### config.mk
export PLATFORM = sky130hd
export DESIGN_NAME = motor_button_toggle_timeout_top_flat
export DESIGN_NICKNAME = d
export VERILOG_FILES = /design/src/rtl/core/mbt_pkg.sv /design/src/rtl/core/mbt_if.sv /design/src/rtl/core/motor_button_toggle_timeout_top.sv /design/src/flat_wrapper.sv
export SDC_FILE = /design/constraint.sdc
export NUM_CORES = 1
export LEC_CHECK = 0
export ABC_AREA = 1
export BUFFER_PORTS_ARGS = -buffer_cell sky130_fd_sc_hd__buf_2
export CAP_MARGIN = 30
export CELL_PAD_IN_SITES_DETAIL_PLACEMENT = 1
export CELL_PAD_IN_SITES_GLOBAL_PLACEMENT = 1
export CORE_MARGIN = 2
export CORE_UTILIZATION = 27
export CTS_CLUSTER_DIAMETER = 150
export DETAILED_ROUTE_END_ITERATION = 16
export PLACE_DENSITY = 0.65
export SLEW_MARGIN = 5
export SYNTH_ARGS = -nofsm -noshare
export SYNTH_HDL_FRONTEND = slang
export SYNTH_SLANG_ARGS = --single-unit
### constraint.sdc
create_clock -name clk -period 5.75 [get_ports clk]
set_clock_uncertainty 0.2 [all_clocks]
set_input_delay 1.15 -clock clk [delete_from_list [all_inputs] [get_ports clk]]
set_output_delay 1.15 -clock clk [all_outputs]
set_load 0.05 [all_outputs]
### src/rtl/core/mbt_pkg.sv
// Shared types and constants for the motor button toggle timeout block.
package mbt_pkg;

  // Fixed field widths
  localparam int unsigned TIME_MS_W   = 32;
  localparam int unsigned LIMIT_W     = 22;
  localparam int unsigned PRESS_W     = 10;
  localparam int unsigned CFG_IDX_W   = 2;
  localparam int unsigned CFG_DATA_W  = 22;

  // Register reset values
  localparam logic [LIMIT_W-1:0] RUN_LIMIT_RST  = 22'd35000;
  localparam logic [LIMIT_W-1:0] WARN_WINDOW_RST = 22'd3000;
  localparam logic [PRESS_W-1:0] MIN_PRESS_RST  = 10'd50;

  // Configuration register indexes
  typedef enum logic [CFG_IDX_W-1:0] {
    CFG_RUN_LIMIT   = 2'd0,
    CFG_WARN_WINDOW = 2'd1,
    CFG_MIN_PRESS   = 2'd2
  } cfg_idx_t;

  // Motor drive codes
  typedef enum logic [1:0] {
    DIR_STOP = 2'd0,
    DIR_FWD  = 2'd1,
    DIR_REV  = 2'd2
  } dir_t;

endpackage

### src/rtl/core/mbt_if.sv
// Valid/ready channel interfaces for poll items and result items.
interface mbt_in_if import mbt_pkg::*; ();
  logic                 valid;
  logic                 ready;
  logic [TIME_MS_W-1:0] time_ms;
  logic                 fwd_pressed;
  logic                 rev_pressed;

  modport source (output valid, time_ms, fwd_pressed, rev_pressed, input ready);
  modport sink   (input valid, time_ms, fwd_pressed, rev_pressed, output ready);
endinterface

interface mbt_out_if import mbt_pkg::*; ();
  logic valid;
  logic ready;
  dir_t motor_dir;
  logic led_forward;
  logic led_reverse;
  logic near_limit_warn;
  logic timed_out;

  modport source (output valid, motor_dir, led_forward, led_reverse, near_limit_warn,
                  timed_out, input ready);
  modport sink   (input valid, motor_dir, led_forward, led_reverse, near_limit_warn,
                  timed_out, output ready);
endinterface

### src/rtl/core/motor_button_toggle_timeout_top.sv
// Motor direction toggle with press qualification and run-time limit.
// A poll passes through the input register and then the result register.
// Throughput: one poll per cycle while out_if.ready holds; the state update is a single subtract/compare pass.
// A stalled result register holds the input register, which then holds in_if.ready low.
// Reset (synchronous, rst_n low): motor stopped, toggle armed, no qualification,
// registers back to 35000 / 3000 / 50 ms, both pipeline stages empty.
module motor_button_toggle_timeout_top import mbt_pkg::*; #(
  parameter int unsigned TIME_BITS = 32
) (
  input  logic                  clk,
  input  logic                  rst_n,
  mbt_in_if.sink                in_if,
  mbt_out_if.source             out_if,
  input  logic                  cfg_we,
  input  logic [CFG_IDX_W-1:0]  cfg_idx,
  input  logic [CFG_DATA_W-1:0] cfg_wdata
);

  // Compare width covering both elapsed time and the limit
  localparam int unsigned CW = (TIME_BITS > LIMIT_W) ? TIME_BITS : LIMIT_W;

  // Configuration registers
  logic [LIMIT_W-1:0] run_limit_r;
  logic [LIMIT_W-1:0] warn_window_r;
  logic [PRESS_W-1:0] min_press_r;

  // Input stage
  logic                 s1_valid_r;
  logic [TIME_BITS-1:0] s1_time_r;
  logic                 s1_fwd_r;
  logic                 s1_rev_r;
  logic [TIME_BITS-1:0] in_time;

  // Control state
  dir_t                 direction_r,     direction_nxt;
  logic                 running_r,       running_nxt;
  logic [TIME_BITS-1:0] run_start_r,     run_start_nxt;
  logic                 qualifying_r,    qualifying_nxt;
  logic [TIME_BITS-1:0] qualify_start_r, qualify_start_nxt;
  dir_t                 candidate_r,     candidate_nxt;
  logic                 armed_r,         armed_nxt;

  // Result stage
  logic out_valid_r;
  dir_t out_dir_r;
  logic out_warn_r;
  logic out_tmo_r;

  // Per-item working values
  logic                 advance;
  logic                 fire;
  logic [TIME_BITS-1:0] on_time;
  logic [TIME_BITS-1:0] held_time;
  logic [CW-1:0]        on_x;
  logic [CW-1:0]        limit_x;
  logic [CW-1:0]        wstart_x;
  logic [LIMIT_W-1:0]   wstart;
  logic                 warn_hit;
  logic                 tmo;
  dir_t                 pushed;
  logic                 held_short;

  // Truncate or zero-extend the timestamp to the time base width
  generate
    if (TIME_BITS <= TIME_MS_W) begin : g_time_trunc
      assign in_time = in_if.time_ms[TIME_BITS-1:0];
    end else begin : g_time_ext
      assign in_time = {{(TIME_BITS-TIME_MS_W){1'b0}}, in_if.time_ms};
    end
  endgenerate

  // Handshake: the input stage moves whenever the result register frees up
  assign advance     = !out_valid_r || out_if.ready;
  assign fire        = s1_valid_r && advance;
  assign in_if.ready = !s1_valid_r || advance;

  // Write configuration registers
  always_ff @(posedge clk) begin
    if (!rst_n) begin
      run_limit_r   <= RUN_LIMIT_RST;
      warn_window_r <= WARN_WINDOW_RST;
      min_press_r   <= MIN_PRESS_RST;
    end else if (cfg_we) begin
      unique case (cfg_idx)
        CFG_RUN_LIMIT:   run_limit_r   <= cfg_wdata;
        CFG_WARN_WINDOW: warn_window_r <= cfg_wdata;
        CFG_MIN_PRESS:   min_press_r   <= cfg_wdata[PRESS_W-1:0];
        default: ;
      endcase
    end
  end

  // Load the input stage
  always_ff @(posedge clk) begin
    if (!rst_n) begin
      s1_valid_r <= 1'b0;
    end else if (in_if.ready) begin
      s1_valid_r <= in_if.valid;
    end
  end

  always_ff @(posedge clk) begin
    if (in_if.valid && in_if.ready) begin
      s1_time_r <= in_time;
      s1_fwd_r  <= in_if.fwd_pressed;
      s1_rev_r  <= in_if.rev_pressed;
    end
  end

  // Run-time window check
  always_comb begin
    on_time  = s1_time_r - run_start_r;
    on_x     = CW'(on_time);
    limit_x  = CW'(run_limit_r);
    wstart   = (run_limit_r > warn_window_r) ? (run_limit_r - warn_window_r) : '0;
    wstart_x = CW'(wstart);
    warn_hit = running_r && (on_x <= limit_x) && (on_x >= wstart_x);
    tmo      = running_r && (on_x > limit_x);
  end

  // Button priority and hold time
  always_comb begin
    if (s1_rev_r) begin
      pushed = DIR_REV;
    end else if (s1_fwd_r) begin
      pushed = DIR_FWD;
    end else begin
      pushed = DIR_STOP;
    end
    held_time  = s1_time_r - qualify_start_r;
    held_short = held_time < TIME_BITS'(min_press_r);
  end

  // Next control state for the item in the input stage
  always_comb begin
    direction_nxt     = direction_r;
    running_nxt       = running_r;
    run_start_nxt     = run_start_r;
    qualifying_nxt    = qualifying_r;
    qualify_start_nxt = qualify_start_r;
    candidate_nxt     = candidate_r;
    armed_nxt         = armed_r;
    if (tmo) begin
      // Stop on run limit, ignore buttons this poll
      direction_nxt = DIR_STOP;
      running_nxt   = 1'b0;
    end else if (!qualifying_r || (candidate_r != pushed)) begin
      // Restart qualification on a changed button state
      qualifying_nxt    = 1'b1;
      qualify_start_nxt = s1_time_r;
      candidate_nxt     = pushed;
    end else if (!held_short) begin
      qualifying_nxt = 1'b0;
      if (pushed == DIR_STOP) begin
        armed_nxt = 1'b1;
      end else if (armed_r) begin
        armed_nxt = 1'b0;
        if (direction_r == pushed) begin
          direction_nxt = DIR_STOP;
          running_nxt   = 1'b0;
        end else begin
          direction_nxt = pushed;
          running_nxt   = 1'b1;
          run_start_nxt = s1_time_r;
        end
      end
    end
  end

  // Commit control state
  always_ff @(posedge clk) begin
    if (!rst_n) begin
      direction_r     <= DIR_STOP;
      running_r       <= 1'b0;
      run_start_r     <= '0;
      qualifying_r    <= 1'b0;
      qualify_start_r <= '0;
      candidate_r     <= DIR_STOP;
      armed_r         <= 1'b1;
    end else if (fire) begin
      direction_r     <= direction_nxt;
      running_r       <= running_nxt;
      run_start_r     <= run_start_nxt;
      qualifying_r    <= qualifying_nxt;
      qualify_start_r <= qualify_start_nxt;
      candidate_r     <= candidate_nxt;
      armed_r         <= armed_nxt;
    end
  end

  // Hold the result item until taken
  always_ff @(posedge clk) begin
    if (!rst_n) begin
      out_valid_r <= 1'b0;
    end else if (advance) begin
      out_valid_r <= s1_valid_r;
    end
  end

  always_ff @(posedge clk) begin
    if (fire) begin
      out_dir_r  <= direction_nxt;
      out_warn_r <= warn_hit;
      out_tmo_r  <= tmo;
    end
  end

  // Drive the result channel
  assign out_if.valid           = out_valid_r;
  assign out_if.motor_dir       = out_dir_r;
  assign out_if.led_forward     = (out_dir_r == DIR_FWD);
  assign out_if.led_reverse     = (out_dir_r == DIR_REV);
  assign out_if.near_limit_warn = out_warn_r;
  assign out_if.timed_out       = out_tmo_r;

`ifndef SYNTHESIS
  // Running flag tracks a non-stop direction
  a_run_dir: assert property (@(posedge clk) disable iff (!rst_n)
    running_r == (direction_r != DIR_STOP))
    else $error("running flag out of step with direction");

  // A timeout leaves the motor stopped
  a_tmo_stop: assert property (@(posedge clk) disable iff (!rst_n)
    (fire && tmo) |=> (!running_r && (direction_r == DIR_STOP)))
    else $error("motor not stopped after run limit");

  // Warning and timeout never share a result item
  a_warn_tmo: assert property (@(posedge clk) disable iff (!rst_n)
    out_valid_r |-> !(out_warn_r && out_tmo_r))
    else $error("warning and timeout both set");

  // A start records the poll timestamp
  a_start_time: assert property (@(posedge clk) disable iff (!rst_n)
    (fire && !running_r && running_nxt) |=> (run_start_r == $past(s1_time_r)))
    else $error("run start not captured");
`endif

endmodule
### src/flat_wrapper.sv
// flat-port wrapper written by rule: the top's interface ports become plain ports
module motor_button_toggle_timeout_top_flat import mbt_pkg::*;
#(
  parameter int unsigned TIME_BITS = 32
)
  (clk, rst_n, cfg_we, cfg_idx, cfg_wdata, in_if_valid, in_if_time_ms, in_if_fwd_pressed, in_if_rev_pressed, in_if_ready, out_if_valid, out_if_motor_dir, out_if_led_forward, out_if_led_reverse, out_if_near_limit_warn, out_if_timed_out, out_if_ready);
  mbt_in_if in_if_i ();
  mbt_out_if out_if_i ();
  input  logic clk;
  input  logic rst_n;
  input  logic cfg_we;
  input  logic [CFG_IDX_W-1:0] cfg_idx;
  input  logic [CFG_DATA_W-1:0] cfg_wdata;
  input wire logic [$bits(in_if_i.valid)-1:0] in_if_valid;
  input wire logic [$bits(in_if_i.time_ms)-1:0] in_if_time_ms;
  input wire logic [$bits(in_if_i.fwd_pressed)-1:0] in_if_fwd_pressed;
  input wire logic [$bits(in_if_i.rev_pressed)-1:0] in_if_rev_pressed;
  output wire logic [$bits(in_if_i.ready)-1:0] in_if_ready;
  output wire logic [$bits(out_if_i.valid)-1:0] out_if_valid;
  output wire logic [$bits(out_if_i.motor_dir)-1:0] out_if_motor_dir;
  output wire logic [$bits(out_if_i.led_forward)-1:0] out_if_led_forward;
  output wire logic [$bits(out_if_i.led_reverse)-1:0] out_if_led_reverse;
  output wire logic [$bits(out_if_i.near_limit_warn)-1:0] out_if_near_limit_warn;
  output wire logic [$bits(out_if_i.timed_out)-1:0] out_if_timed_out;
  input wire logic [$bits(out_if_i.ready)-1:0] out_if_ready;
  assign in_if_i.valid = in_if_valid;
  assign in_if_i.time_ms = in_if_time_ms;
  assign in_if_i.fwd_pressed = in_if_fwd_pressed;
  assign in_if_i.rev_pressed = in_if_rev_pressed;
  assign in_if_ready = in_if_i.ready;
  assign out_if_valid = out_if_i.valid;
  assign out_if_motor_dir = out_if_i.motor_dir;
  assign out_if_led_forward = out_if_i.led_forward;
  assign out_if_led_reverse = out_if_i.led_reverse;
  assign out_if_near_limit_warn = out_if_i.near_limit_warn;
  assign out_if_timed_out = out_if_i.timed_out;
  assign out_if_i.ready = out_if_ready;
  motor_button_toggle_timeout_top #(.TIME_BITS(TIME_BITS)) u_core (.clk(clk), .rst_n(rst_n), .in_if(in_if_i), .out_if(out_if_i), .cfg_we(cfg_we), .cfg_idx(cfg_idx), .cfg_wdata(cfg_wdata));
endmodule
* Word-level counts from Yosys, hierarchy flattened
Index checks and enable logic that the tools add are counted.
** Storage, ports and cells
- Bits in registers :: 165
- Input bits :: 63
- Output and inout bits :: 8
- Word-level logic and storage cells :: 81
** Operators by class
- Add/subtract/negate cells :: 3
- Order comparisons :: 5
- Equality and inequality tests :: 10
- Muxes and demuxes :: 18
- Bitwise operators :: 5
- Reductions and logical operators :: 22
** Operator list (number)
- $sub 32x32->32 :: 2
- $ge 32x22->1 :: 1
- $gt 32x22->1 :: 1
- $le 32x22->1 :: 1
- $lt 32x10->1 :: 1
- $gt 22x22->1 :: 1
- $mux 22 :: 1
- $sub 22x22->22 :: 1
- $mux 2 :: 7
- $mux 1 :: 10
- $reduce_and 7->1 :: 1
- $ne 2x1->1 const B :: 3
- $reduce_and 2->1 :: 3
- $reduce_and 3->1 :: 2
- $logic_and 1x1->1 :: 5
- $not 1->1 :: 5
- $reduce_and 5->1 :: 1
- $eq 2x1->1 const B :: 2
- $eq 2x2->1 const B :: 2
- $logic_not 2->1 :: 2
- $reduce_and 4->1 :: 1
- $logic_not 1->1 :: 3
- $logic_or 1x1->1 :: 3
- $eq 2x2->1 :: 1
- 3 further kinds :: 3

* Depth between registers and ports, before layout
Gate-level depths: netlist of the first run.
- Word-level depth :: 9
- Gate-level depth with buffers :: 32
- Mapped depth without buffers :: 30

* Worst setup path after synthesis of the first run
Ideal clock, no wire load.
- Kind :: register to register
- Start point :: reg u_core.run_limit_r[0]
- End point :: reg u_core.out_warn_r (netlist: u_core.out_if.near_limit_warn) (data pin)
- Library setup time :: 260 ps
- Arrival :: 3614 ps
- Required time :: 5290 ps
- Path slack :: 1676 ps
- Cell stages (with the launch flop) :: 30
- Path buffers :: 1
- Clock period less this slack :: 4074 ps
- Path through :: dfxtp_1 > inv_1 > ha_1 > inv_1 > fa_1 > nand3_1 > nand2_1 > a21oi_1 > o21ai_1 > a21boi_1 > o21bai_1 > a21oi_1 > o21ai_1 > nand3_1 > nand2_1 > nand2_1 > inv_2 > buf_2 > nand2_1 > ha_1 > a21oi_1 > o21ai_0 > nand2_1 > o2111ai_1 > a21oi_1 > nor3_1 > o21ai_0 > nand2_1 > a31oi_1 > a21oi_1
** Between the ends
- Word-level cells in the longest chain between the ends :: 4
- Elaborated cells on any way between the ends :: 7
- Classes of those cells :: add/sub: 1; order compare: 3; mux: 1; reduce/logical: 2
** Ends and longest elaborated chain
- start, declared :: RTL line motor_button_toggle_timeout_top.sv:23 : logic [LIMIT_W-1:0] run_limit_r;
- start signal, assigned :: RTL line motor_button_toggle_timeout_top.sv:85 : CFG_RUN_LIMIT: run_limit_r <= cfg_wdata;
- $sub 22x22->22 or $gt 22x22->1 (tied branches) :: RTL line motor_button_toggle_timeout_top.sv:115 : wstart = (run_limit_r > warn_window_r) ? (run_limit_r - warn_window_r) : '0;
- $mux 22 :: RTL line motor_button_toggle_timeout_top.sv:115
- $ge 32x22->1 :: RTL line motor_button_toggle_timeout_top.sv:117 : warn_hit = running_r && (on_x <= limit_x) && (on_x >= wstart_x);
- $logic_and 1x1->1 * :: RTL line motor_button_toggle_timeout_top.sv:117
- net u_core.warn_hit :: RTL line motor_button_toggle_timeout_top.sv:58 : logic warn_hit;
- end signal, assigned :: RTL line motor_button_toggle_timeout_top.sv:203 : out_warn_r <= warn_hit;
- end, declared :: RTL line motor_button_toggle_timeout_top.sv:46 : logic out_warn_r;
Mark *: on every way through the listed nets, which the timed path passes. The rest lies on a longest branch.
A chain may end at the register's enable or synchronous reset.

* Worst setup path after layout of the first run
- Start point :: reg u_core.s1_time_r[1]
- End point :: reg u_core.run_start_r[23]
** Between the ends
- Word-level cells in the longest chain between the ends :: 5
- Elaborated cells on any way between the ends :: 8
- Classes of those cells :: add/sub: 2; order compare: 2; bitwise: 2; reduce/logical: 2
** Ends and longest elaborated chain
- start, declared :: RTL line motor_button_toggle_timeout_top.sv:29 : logic [TIME_BITS-1:0] s1_time_r;
- start signal, assigned :: RTL line motor_button_toggle_timeout_top.sv:104 : s1_time_r <= in_time;
- $sub 32x32->32 :: RTL line motor_button_toggle_timeout_top.sv:112 : on_time = s1_time_r - run_start_r;
- $gt 32x22->1 :: RTL line motor_button_toggle_timeout_top.sv:118 : tmo = running_r && (on_x > limit_x);
- $logic_and 1x1->1 :: RTL line motor_button_toggle_timeout_top.sv:118
- $not 1->1 (no source line)
- $reduce_and 7->1 (no source line) *
- end signal, assigned :: RTL line motor_button_toggle_timeout_top.sv:183 : run_start_r <= run_start_nxt;
- end, declared :: RTL line motor_button_toggle_timeout_top.sv:37 : logic [TIME_BITS-1:0] run_start_r, run_start_nxt;
Mark *: on every way between the ends. The rest lies on a longest branch, timed or not.

==> results.json, run 1 <==
{
  "drv_slew": 0,
  "root_buffer": "clkbuf_16",
  "cts_max_level": 4,
  "p_switching_w": 0.00138,
  "grt-ovfl-total": 0,
  "synth_area_sq_um": 13200,
  "cap_violations": 0,
  "power_w": 0.00360,
  "p_sw_frac": 0.383,
  "n_antenna_cell": 0,
  "critical_path_class": "flip-flop to flip-flop",
  "status": "finished clean",
  "clockBufferDepth": 2,
  "synth.distinct_cells": 43,
  "ys_warn_count": 0,
  "vias": 12800,
  "wire_per_inst_microns": 15.0,
  "portBuffers": 70,
  "tns_ns": 0,
  "syn2layout_area_growth_pct": 11.5,
  "crit_path_end_kind": "flip-flop",
  "initial_core_util": 0.272,
  "vias_per_cell": 4.60,
  "cts_setup_buffers": 0,
  "period_share": 0.880,
  "setup_viol": 0,
  "drtPass1Iterations": 5,
  "synth_fp_nets": 2293,
  "numCtsBuffers": 17,
  "tightest_slew_ns": 0.869,
  "syn_inst": 2090,
  "powerDensity_nw_per_um2": 245,
  "critPathMostFrequentCell": "nand2_1",
  "p_comb_frac": 0.330,
  "drc": 0,
  "seq_power_share": 0.358,
  "core_sq_um": 48500,
  "grt_usage": 0.173,
  "p_int_w": 0.00222,
  "syn_avg_cell_area_sq_um": 6.31,
  "drtAntennaViolNets": 0,
  "grt_pass1_vias": 13400,
  "hold_violations": 0,
  "clock_latency_ns": 0.49,
  "async_flop_share": 0,
  "fill_cells": 6267,
  "final_nets": 2348,
  "rsz0062_at_grt": "false",
  "ir_worst_vdd_mv": 0.165,
  "hold_path_class": "flip-flop to flip-flop",
  "crit_arrival_ns": 5.24,
  "ys_seq_area_frac": 0.279,
  "final_area_sq_um": 14700,
  "clkTransAtPathRegs_ns": 0.07,
  "cts_tree": "built",
  "synth_edf_count": 38,
  "period_minus_slack_ns": 5.06,
  "cp.required_ns": 5.93,
  "hold_buffers": 0,
  "p_leak_nw": 7.50,
  "drtIter0Drc": 491,
  "die_h_microns": 225,
  "antenna_found_initial": 0,
  "grt_start_max_net_pins": 83,
  "hpwl_mm": 34.4,
  "gp_congestion": 0.873,
  "critPathMaxStageDelay_ns": 0.54,
  "routed_wl_mm": 41.7,
  "cts_sinks": 165,
  "num_io_pins": 71,
  "row_count": 81,
  "critPathLaunchType": "flip-flop",
  "dieArea_sq_um": 50700,
  "drive_gt1_frac": 0.0639,
  "cp_slowest_cell": "edfxtp_1",
  "grt_pass1_wl_mm": 68.6,
  "p_clk_frac": 0.312,
  "placed_area_sq_um": 14200,
  "max_slew_margin": 0.415,
  "die_x_microns": 225,
  "max_freq_mhz": 198,
  "ys.flop_type": "dfxtp_1",
  "path_max_fanout": 65,
  "synth-seq-cells": 165
}
cells in the final DEF (no fill, tap or decap), drive strengths merged:
master | synthesis | layout
nand2 | 646 | 646
inv | 368 | 376
nor2 | 275 | 275
a21oi | 147 | 147
ha | 137 | 137
dfxtp | 127 | 127
nand3 | 89 | 89
buf | 21 | 77
o21ai | 69 | 69
xor2 | 39 | 39
edfxtp | 38 | 38
nor3 | 18 | 18
nand4 | 17 | 17
o211ai | 17 | 17
clkbuf | 20 | 17
or2 | 11 | 11
xnor2 | 9 | 9
o21bai | 7 | 7
and2 | 6 | 6
a21o | 5 | 5
nor4 | 5 | 5
clkinv | 0 | 4
nand3b | 3 | 3
a31oi | 3 | 3
fa | 3 | 3
clkinvlp | 0 | 3
a211oi | 2 | 2
a21boi | 2 | 2
nor3b | 1 | 1
o221ai | 1 | 1
a31o | 1 | 1
o2111ai | 1 | 1
o31ai | 1 | 1
and3 | 1 | 1
power by group through the flow:
stage / sequential, W / clock, W / combinational [W]
detailed placement: 0.00132 / 0 / 0.00119
global route: 0.00130 / 0.00122 / 0.00138
floorplan: 0.00130 / 0 / 0.000857
global placement: 0.00131 / 0 / 0.00115
CTS: 0.00129 / 0.00119 / 0.00120
finish: 0.00129 / 0.00112 / 0.00119
critical path: cells and delay by family (launching register included):
family | cells | cell delay (ns)
AO/OA/AOI/OAI | 2 | 0.50
XOR/XNOR | 1 | 0.25
adder cells (fa/ha/maj) | 2 | 0.72
buffers and inverters | 3 | 0.58
flip-flops | 1 | 0.54
AND/OR/NAND/NOR | 20 | 2.10
layout make-up:
type	count	area, sq um	share of cell area
clock inverters	15	120	0.00816
flip-flops and latches	165	3680	0.250
repair buffers	77	420	0.0286
multi-input cells	1516	7910	0.537
well taps	622	778	0.0529
inverters	368	1380	0.0938
clock buffers	17	425	0.0289
through the flow:
stage	cells	utilization	hold WS, ns	setup WS (ns)
floorplan	2090	-	0.227	1.68
global placement	2745	0.291	0.239	0.677
detailed placement	2747	0.292	0.247	0.499
CTS	2779	0.303	0.255	0.457
global route	2780	0.303	0.290	0.150
finish	2780	0.303	0.256	0.690
registers in the layout, summed over array words and instances, names as in the netlist:
signal	count
u_core.qualify_start_r	32
u_core.run_start_r	32
u_core.s1_time_r	32
u_core.run_limit_r	22
u_core.warn_window_r	22
u_core.min_press_r	10
u_core.candidate_r	2
u_core.direction_r	2
u_core.out_if.motor_dir	2
u_core.armed_r	1
u_core.out_if.near_limit_warn	1
u_core.out_if.timed_out	1
u_core.out_if.valid	1
u_core.qualifying_r	1
u_core.running_r	1
u_core.s1_fwd_r	1
u_core.s1_rev_r	1
u_core.s1_valid_r	1
final timing paths:
check	startpoint	to	slack [ns]	cells past startpoint
setup / recovery	u_core.s1_time_r[1]	u_core.run_start_r[23]	0.69	28
hold / removal	u_core.qualifying_r	u_core.qualifying_r	0.26	2
setup reg to reg	u_core.s1_time_r[1]	u_core.run_start_r[23]	0.69	28
hold reg to reg	u_core.qualifying_r	u_core.qualifying_r	0.26	2
synthesized netlist by cell type (11+ instances only):
cell type	instances	area [sq um]
a21oi_1	145	726
clkbuf_1	20	75.1
dfxtp_1	127	2540
edfxtp_1	38	1140
ha_1	137	1710
inv_1	366	1370
nand2_1	642	2410
nand3_1	87	435
nand4_1	17	106
nor2_1	271	1020
nor3_1	17	85.1
o211ai_1	17	128
o21ai_0	66	330
or2_2	11	68.8
xor2_1	39	342
cell families after synthesis:
| group | Yosys count | share of synthesized area |
|---|---|---|
| AO/OA/AOI/OAI | 256 | 0.105 |
| flip-flops | 165 | 0.279 |
| XOR/XNOR | 48 | 0.0319 |
| adder cells (fa/ha/maj) | 140 | 0.134 |
| buffers and inverters | 409 | 0.123 |
| AND/OR/NAND/NOR | 1072 | 0.327 |
layer usage:
metal	routed length (microns)	track usage	vias up	part of all wire
met5	0	0	-	0
met4	974	0.0626	0	0.023
met3	888	0.0265	51	0.021
met2	20100	0.303	109	0.48
met1	19700	0.215	6001	0.47
li1	-	-	6638	-
repair_timing:
item / in CTS / in global routing
resized for setup: 0 / 1
hold endpoints to repair: 0 / 0
endpoints found under the setup margin: 0 / 3
Power figures use the tool's default switching activity.
==> run 2: changes to the inputs <==
- clock period: 5.75 -> 6.4 ns (I/O delays scaled with it)
==> results.json, run 2 (synthesis gave the netlist of run 1 again) <==
{
  "cts_tree": "built",
  "clock_latency_ns": 0.49,
  "core_sq_um": 48500,
  "grt_pass1_vias": 13400,
  "root_buffer": "clkbuf_16",
  "initial_core_util": 0.272,
  "rsz0062_at_grt": "false",
  "hold_start": "u_core.warn_window_r[2]",
  "drtAntennaViolNets": 0,
  "num_io_pins": 71,
  "wire_per_inst_microns": 15.0,
  "drtPass1Iterations": 7,
  "critPathLaunchType": "flip-flop",
  "crit_family": "simple AND/OR/NAND/NOR gates",
  "cp.required_ns": 6.58,
  "grt_start_max_net_pins": 84,
  "tns_ns": 0,
  "crit_start": "u_core.s1_time_r[0]",
  "ir_worst_vdd_mv": 0.144,
  "final_area_sq_um": 14800,
  "period_share": 0.815,
  "portBuffers": 70,
  "critical_path_class": "flip-flop to flip-flop",
  "vias_per_cell": 4.60,
  "critPathMostFrequentCell": "nand2_1",
  "grt_pass1_wl_mm": 68.2,
  "hold_depth": 2,
  "hold_violations": 0,
  "final_cell_mix": "nand2_1 (642), inv_1 (366), nor2_1 (271), a21oi_1 (145), ha_1 (137)",
  "dieArea_sq_um": 50700,
  "reg_top3": "u_core.qualify_start_r (32), u_core.run_start_r (32), u_core.s1_time_r (32)",
  "numCtsBuffers": 17,
  "tightest_slew_ns": 0.902,
  "syn2layout_area_growth_pct": 12.2,
  "drc": 0,
  "critPathMaxStageDelay_ns": 0.51,
  "drive_gt1_frac": 0.0640,
  "hold_buffers": 0,
  "worstHoldEndpoint": "u_core.warn_window_r[2]",
  "status": "finished clean",
  "r2r_start": "u_core.s1_time_r[0]",
  "die_x_microns": 225,
  "reg2reg_depth": 29,
  "drtIter0Drc": 591,
  "drv_slew": 0,
  "cts_setup_buffers": 0,
  "routed_wl_mm": 41.6,
  "crit_path_end_kind": "flip-flop",
  "max_freq_mhz": 192,
  "vias": 12800,
  "period_minus_slack_ns": 5.21,
  "clkTransAtPathRegs_ns": 0.07,
  "powerDensity_nw_per_um2": 227,
  "hpwl_mm": 34.2,
  "n_antenna_cell": 0,
  "hold_path_class": "flip-flop to flip-flop",
  "p_leak_nw": 7.55,
  "r2r_end": "u_core.run_start_r[26]",
  "antenna_found_initial": 0,
  "cts_sinks": 165,
  "crit_arrival_ns": 5.40,
  "reg2reg_slack_ns": 1.19,
  "cap_violations": 0,
  "cts_max_level": 4,
  "final_common_cell": "nand2_1",
  "final_nets": 2347,
  "die_h_microns": 225,
  "placed_area_sq_um": 14100,
  "grt_usage": 0.172,
  "path_max_fanout": 65,
  "cp_slowest_cell": "buf_4",
  "grt-ovfl-total": 0,
  "cp_num_buf_inv": 3,
  "max_slew_margin": 0.395,
  "cts_resized": 0,
  "gp_congestion": 0.890,
  "setup_viol": 0,
  "clockBufferDepth": 2,
  "row_count": 81
}
-- run 2: cell types whose count changed in the layout (fill, tap and decap cells not counted) --
cell,change
clkinvlp_4,-3
buf_8,-1
clkinv_4,-1
inv_6,-2
bufinv_16,+2
buf_16,+1
clkinv_8,+2
clkbuf_16,+1
inv_4,+1
inv_8,+1
clkinv_1,-1
buf_6,-1
-- run 2: worst max path at each step --
stage / cells past startpoint / slack [ns] / to
global placement: 28 / 1.34 / u_core.run_start_r[26]
global route: 28 / 0.65 / u_core.run_start_r[30]
detailed placement: 29 / 1.13 / u_core.run_start_r[26]
CTS: 29 / 1.10 / u_core.run_start_r[26]
finish: 29 / 1.19 / u_core.run_start_r[26]
floorplan: 29 / 2.33 / u_core.out_if.near_limit_warn
-- run 2: metrics by stage --
stage          worst slack [ns]   util  total power (W)  cells  hold WS, ns
6_report                   1.19  0.305          0.00336   2779        0.262
5_1_grt                   0.646  0.305          0.00361   2779        0.285
4_1_cts                    1.10  0.304          0.00341   2778        0.264
3_5_place_dp               1.13  0.291          0.00225   2746        0.255
3_3_place_gp               1.34  0.291          0.00221   2745        0.237
2_1_floorplan              2.33      -          0.00194   2090        0.227
-- run 2: worst min-delay path, cell delays in order, from the launching register on --
cell and delay (ns):
dfxtp_1 0.30, inv_1 0.06, a21oi_1 0.06
-- run 2: final cells by class --
class                   count  area [sq um]
fillers                  6264         33700
multi-input cells        1516          7910
flip-flops and latches    165          3680
inverters                 368          1380
well taps                 622           778
clock buffers              18           450
repair buffers             76           422
clock inverters            14           178
-- run 2: routing by layer --
metal | vias to the layer above | part of all wire | GRT usage
met5 | - | 0 | 0
met4 | 0 | 0.019 | 0.0526
met3 | 42 | 0.020 | 0.0252
met2 | 94 | 0.49 | 0.306
met1 | 5995 | 0.48 | 0.214
li1 | 6647 | - | -
-- run 2: report_power, final --
group | total [W] | internal (W) | switching (W)
clock | 0.00113 | 0.000615 | 0.000519
sequential | 0.00116 | 0.00112 | 0.0000384
combinational | 0.00106 | 0.000373 | 0.000692
total | 0.00336 | 0.00211 | 0.00125
==> run 3: changes to the inputs <==
- clock period: 6.4 -> 5.12 ns (I/O delays scaled with it)
==> results.json, run 3 (synthesis gave the netlist of run 1 again) <==
{
  "rsz0062_at_grt": "false",
  "hpwl_mm": 35.1,
  "cp_slowest_cell": "fa_1",
  "final_nets": 2355,
  "cap_violations": 0,
  "drive_gt1_frac": 0.0679,
  "crit_arrival_ns": 4.67,
  "tns_ns": 0,
  "critPathMostFrequentCell": "nand2_1",
  "critPathLaunchType": "flip-flop",
  "hold_path_class": "flip-flop to flip-flop",
  "period_share": 0.902,
  "worstHoldEndpoint": "u_core.qualifying_r",
  "initial_core_util": 0.272,
  "p_sw_frac": 0.377,
  "hold_depth": 2,
  "p_clk_frac": 0.319,
  "antenna_found_initial": 0,
  "critPathMaxStageDelay_ns": 0.40,
  "grt_pass1_vias": 13200,
  "clkTransAtPathRegs_ns": 0.07,
  "reg2reg_depth": 28,
  "drtPass1Iterations": 4,
  "crit_family": "compound AO/OA/AOI/OAI gates",
  "p_switching_w": 0.00154,
  "grt_pass1_wl_mm": 68.6,
  "period_minus_slack_ns": 4.62,
  "drtAntennaViolNets": 0,
  "syn2layout_area_growth_pct": 12.3,
  "grt_usage": 0.174,
  "drtIter0Drc": 505,
  "p_leak_nw": 7.56,
  "crit_path_end_kind": "flip-flop",
  "status": "finished clean",
  "dieArea_sq_um": 50700,
  "vias": 12900,
  "critical_path_class": "flip-flop to flip-flop",
  "final_util": 0.305,
  "root_buffer": "clkbuf_16",
  "cts_max_level": 4,
  "grt-ovfl-total": 0,
  "placed_area_sq_um": 14200,
  "cts_tree": "built",
  "powerDensity_nw_per_um2": 276,
  "place_ws_ns": 0.319,
  "tightest_slew_ns": 0.925,
  "max_freq_mhz": 216,
  "r2r_start": "u_core.run_limit_r[0]",
  "p_comb_frac": 0.328,
  "cp.required_ns": 5.17,
  "seq_power_share": 0.353,
  "n_antenna_cell": 0,
  "reg2reg_slack_ns": 0.50,
  "hold_violations": 0,
  "clock_latency_ns": 0.50,
  "die_x_microns": 225,
  "gp_congestion": 0.891,
  "timing.hold.ws_ns": 0.260,
  "r2r_end": "u_core.out_if.near_limit_warn",
  "grt_start_max_net_pins": 79,
  "portBuffers": 70,
  "cts_sinks": 165,
  "final_cell_mix": "nand2_1 (641), inv_1 (366), nor2_1 (271), a21oi_1 (145), ha_1 (137)",
  "wire_per_inst_microns": 15.1,
  "routed_wl_mm": 42.2,
  "drv_slew": 0,
  "max_slew_margin": 0.383,
  "core_sq_um": 48500,
  "final_area_sq_um": 14800,
  "final_common_cell": "nand2_1",
  "die_h_microns": 225,
  "vias_per_cell": 4.61,
  "path_max_fanout": 16,
  "p_int_w": 0.00255,
  "setup_viol": 0,
  "hold_buffers": 0,
  "drc": 0,
  "hold_start": "u_core.qualifying_r",
  "reg_top3": "u_core.qualify_start_r (32), u_core.run_start_r (32), u_core.s1_time_r (32)",
  "numCtsBuffers": 17,
  "fill_cells": 6306,
  "clockBufferDepth": 2,
  "setup_slack_ns": 0.500,
  "row_count": 81,
  "ir_worst_vdd_mv": 0.195,
  "num_io_pins": 71,
  "cp_num_buf_inv": 3
}
==> run 3: cell count changes in the layout (fill, tap and decap cells not counted), sizes merged <==
cell      change
clkbuf        -1
inv           -4
buf           +8
clkinv        +5
clkinvlp      +1
bufinv        -1
==> run 3: layout make-up <==
| cell class | instances | area (sq um) | share of cell area |
|---|---|---|---|
| multi-input cells | 1516 | 7920 | 0.534 |
| flip-flops and latches | 165 | 3680 | 0.248 |
| inverters | 368 | 1380 | 0.0933 |
| well taps | 622 | 778 | 0.0525 |
| repair buffers | 84 | 483 | 0.0326 |
| clock buffers | 17 | 425 | 0.0287 |
| clock inverters | 15 | 151 | 0.0102 |
==> run 3: timing repair <==
action | CTS | global route
gates resized for setup | 0 | 3
endpoints found under the hold margin | 0 | 0
endpoints found under the setup margin | 0 | 34
buffers inserted | 0 | 2
==> run 3: per-stage QoR <==
stage               total power [W]  instances
floorplan                   0.00243       2090
global route                0.00441       2787
finish                      0.00409       2787
CTS                         0.00417       2784
detailed placement          0.00282       2752
global placement            0.00278       2752
==> run 3: worst max path at each step <==
| stage | from | end | slack [ns] | cells after the start |
|---|---|---|---|---|
| after global routing | u_core.run_limit_r[0] | u_core.out_if.near_limit_warn | 0.02 | 28 |
| after CTS | u_core.s1_time_r[1] | u_core.run_start_r[22] | 0.28 | 24 |
| after floorplan | u_core.run_limit_r[0] | u_core.out_if.near_limit_warn | 1.05 | 29 |
| after global placement | u_core.s1_time_r[1] | u_core.run_start_r[28] | 0.42 | 24 |
| final | u_core.run_limit_r[0] | u_core.out_if.near_limit_warn | 0.50 | 28 |
| after detailed placement | u_core.s1_time_r[1] | u_core.run_start_r[27] | 0.32 | 24 |
==> run 3: worst reg2reg max path: cells and delay by family (launching register included) <==
kind | cells | cell delay, ns
compound gates | 13 | 2.00
fa+ha+maj | 3 | 0.78
flops | 1 | 0.32
buf+inv | 3 | 0.26
simple gates | 9 | 0.81
==> run 3: power by group through the flow <==
stage	clock (W)	combinational [W]	sequential, W
final	0.00130	0.00134	0.00145
after global routing	0.00141	0.00155	0.00145
after CTS	0.00137	0.00136	0.00145
after detailed placement	0	0.00135	0.00148
after global placement	0	0.00130	0.00147
after floorplan	0	0.000963	0.00146
==> run 3: routing by layer <==
layer,track usage,vias to the layer above,wire [microns]
met2,0.303,89,20400
met4,0.0609,0,922
met3,0.0266,43,952
met1,0.218,6070,20000
met5,0,-,0
li1,-,6650,-
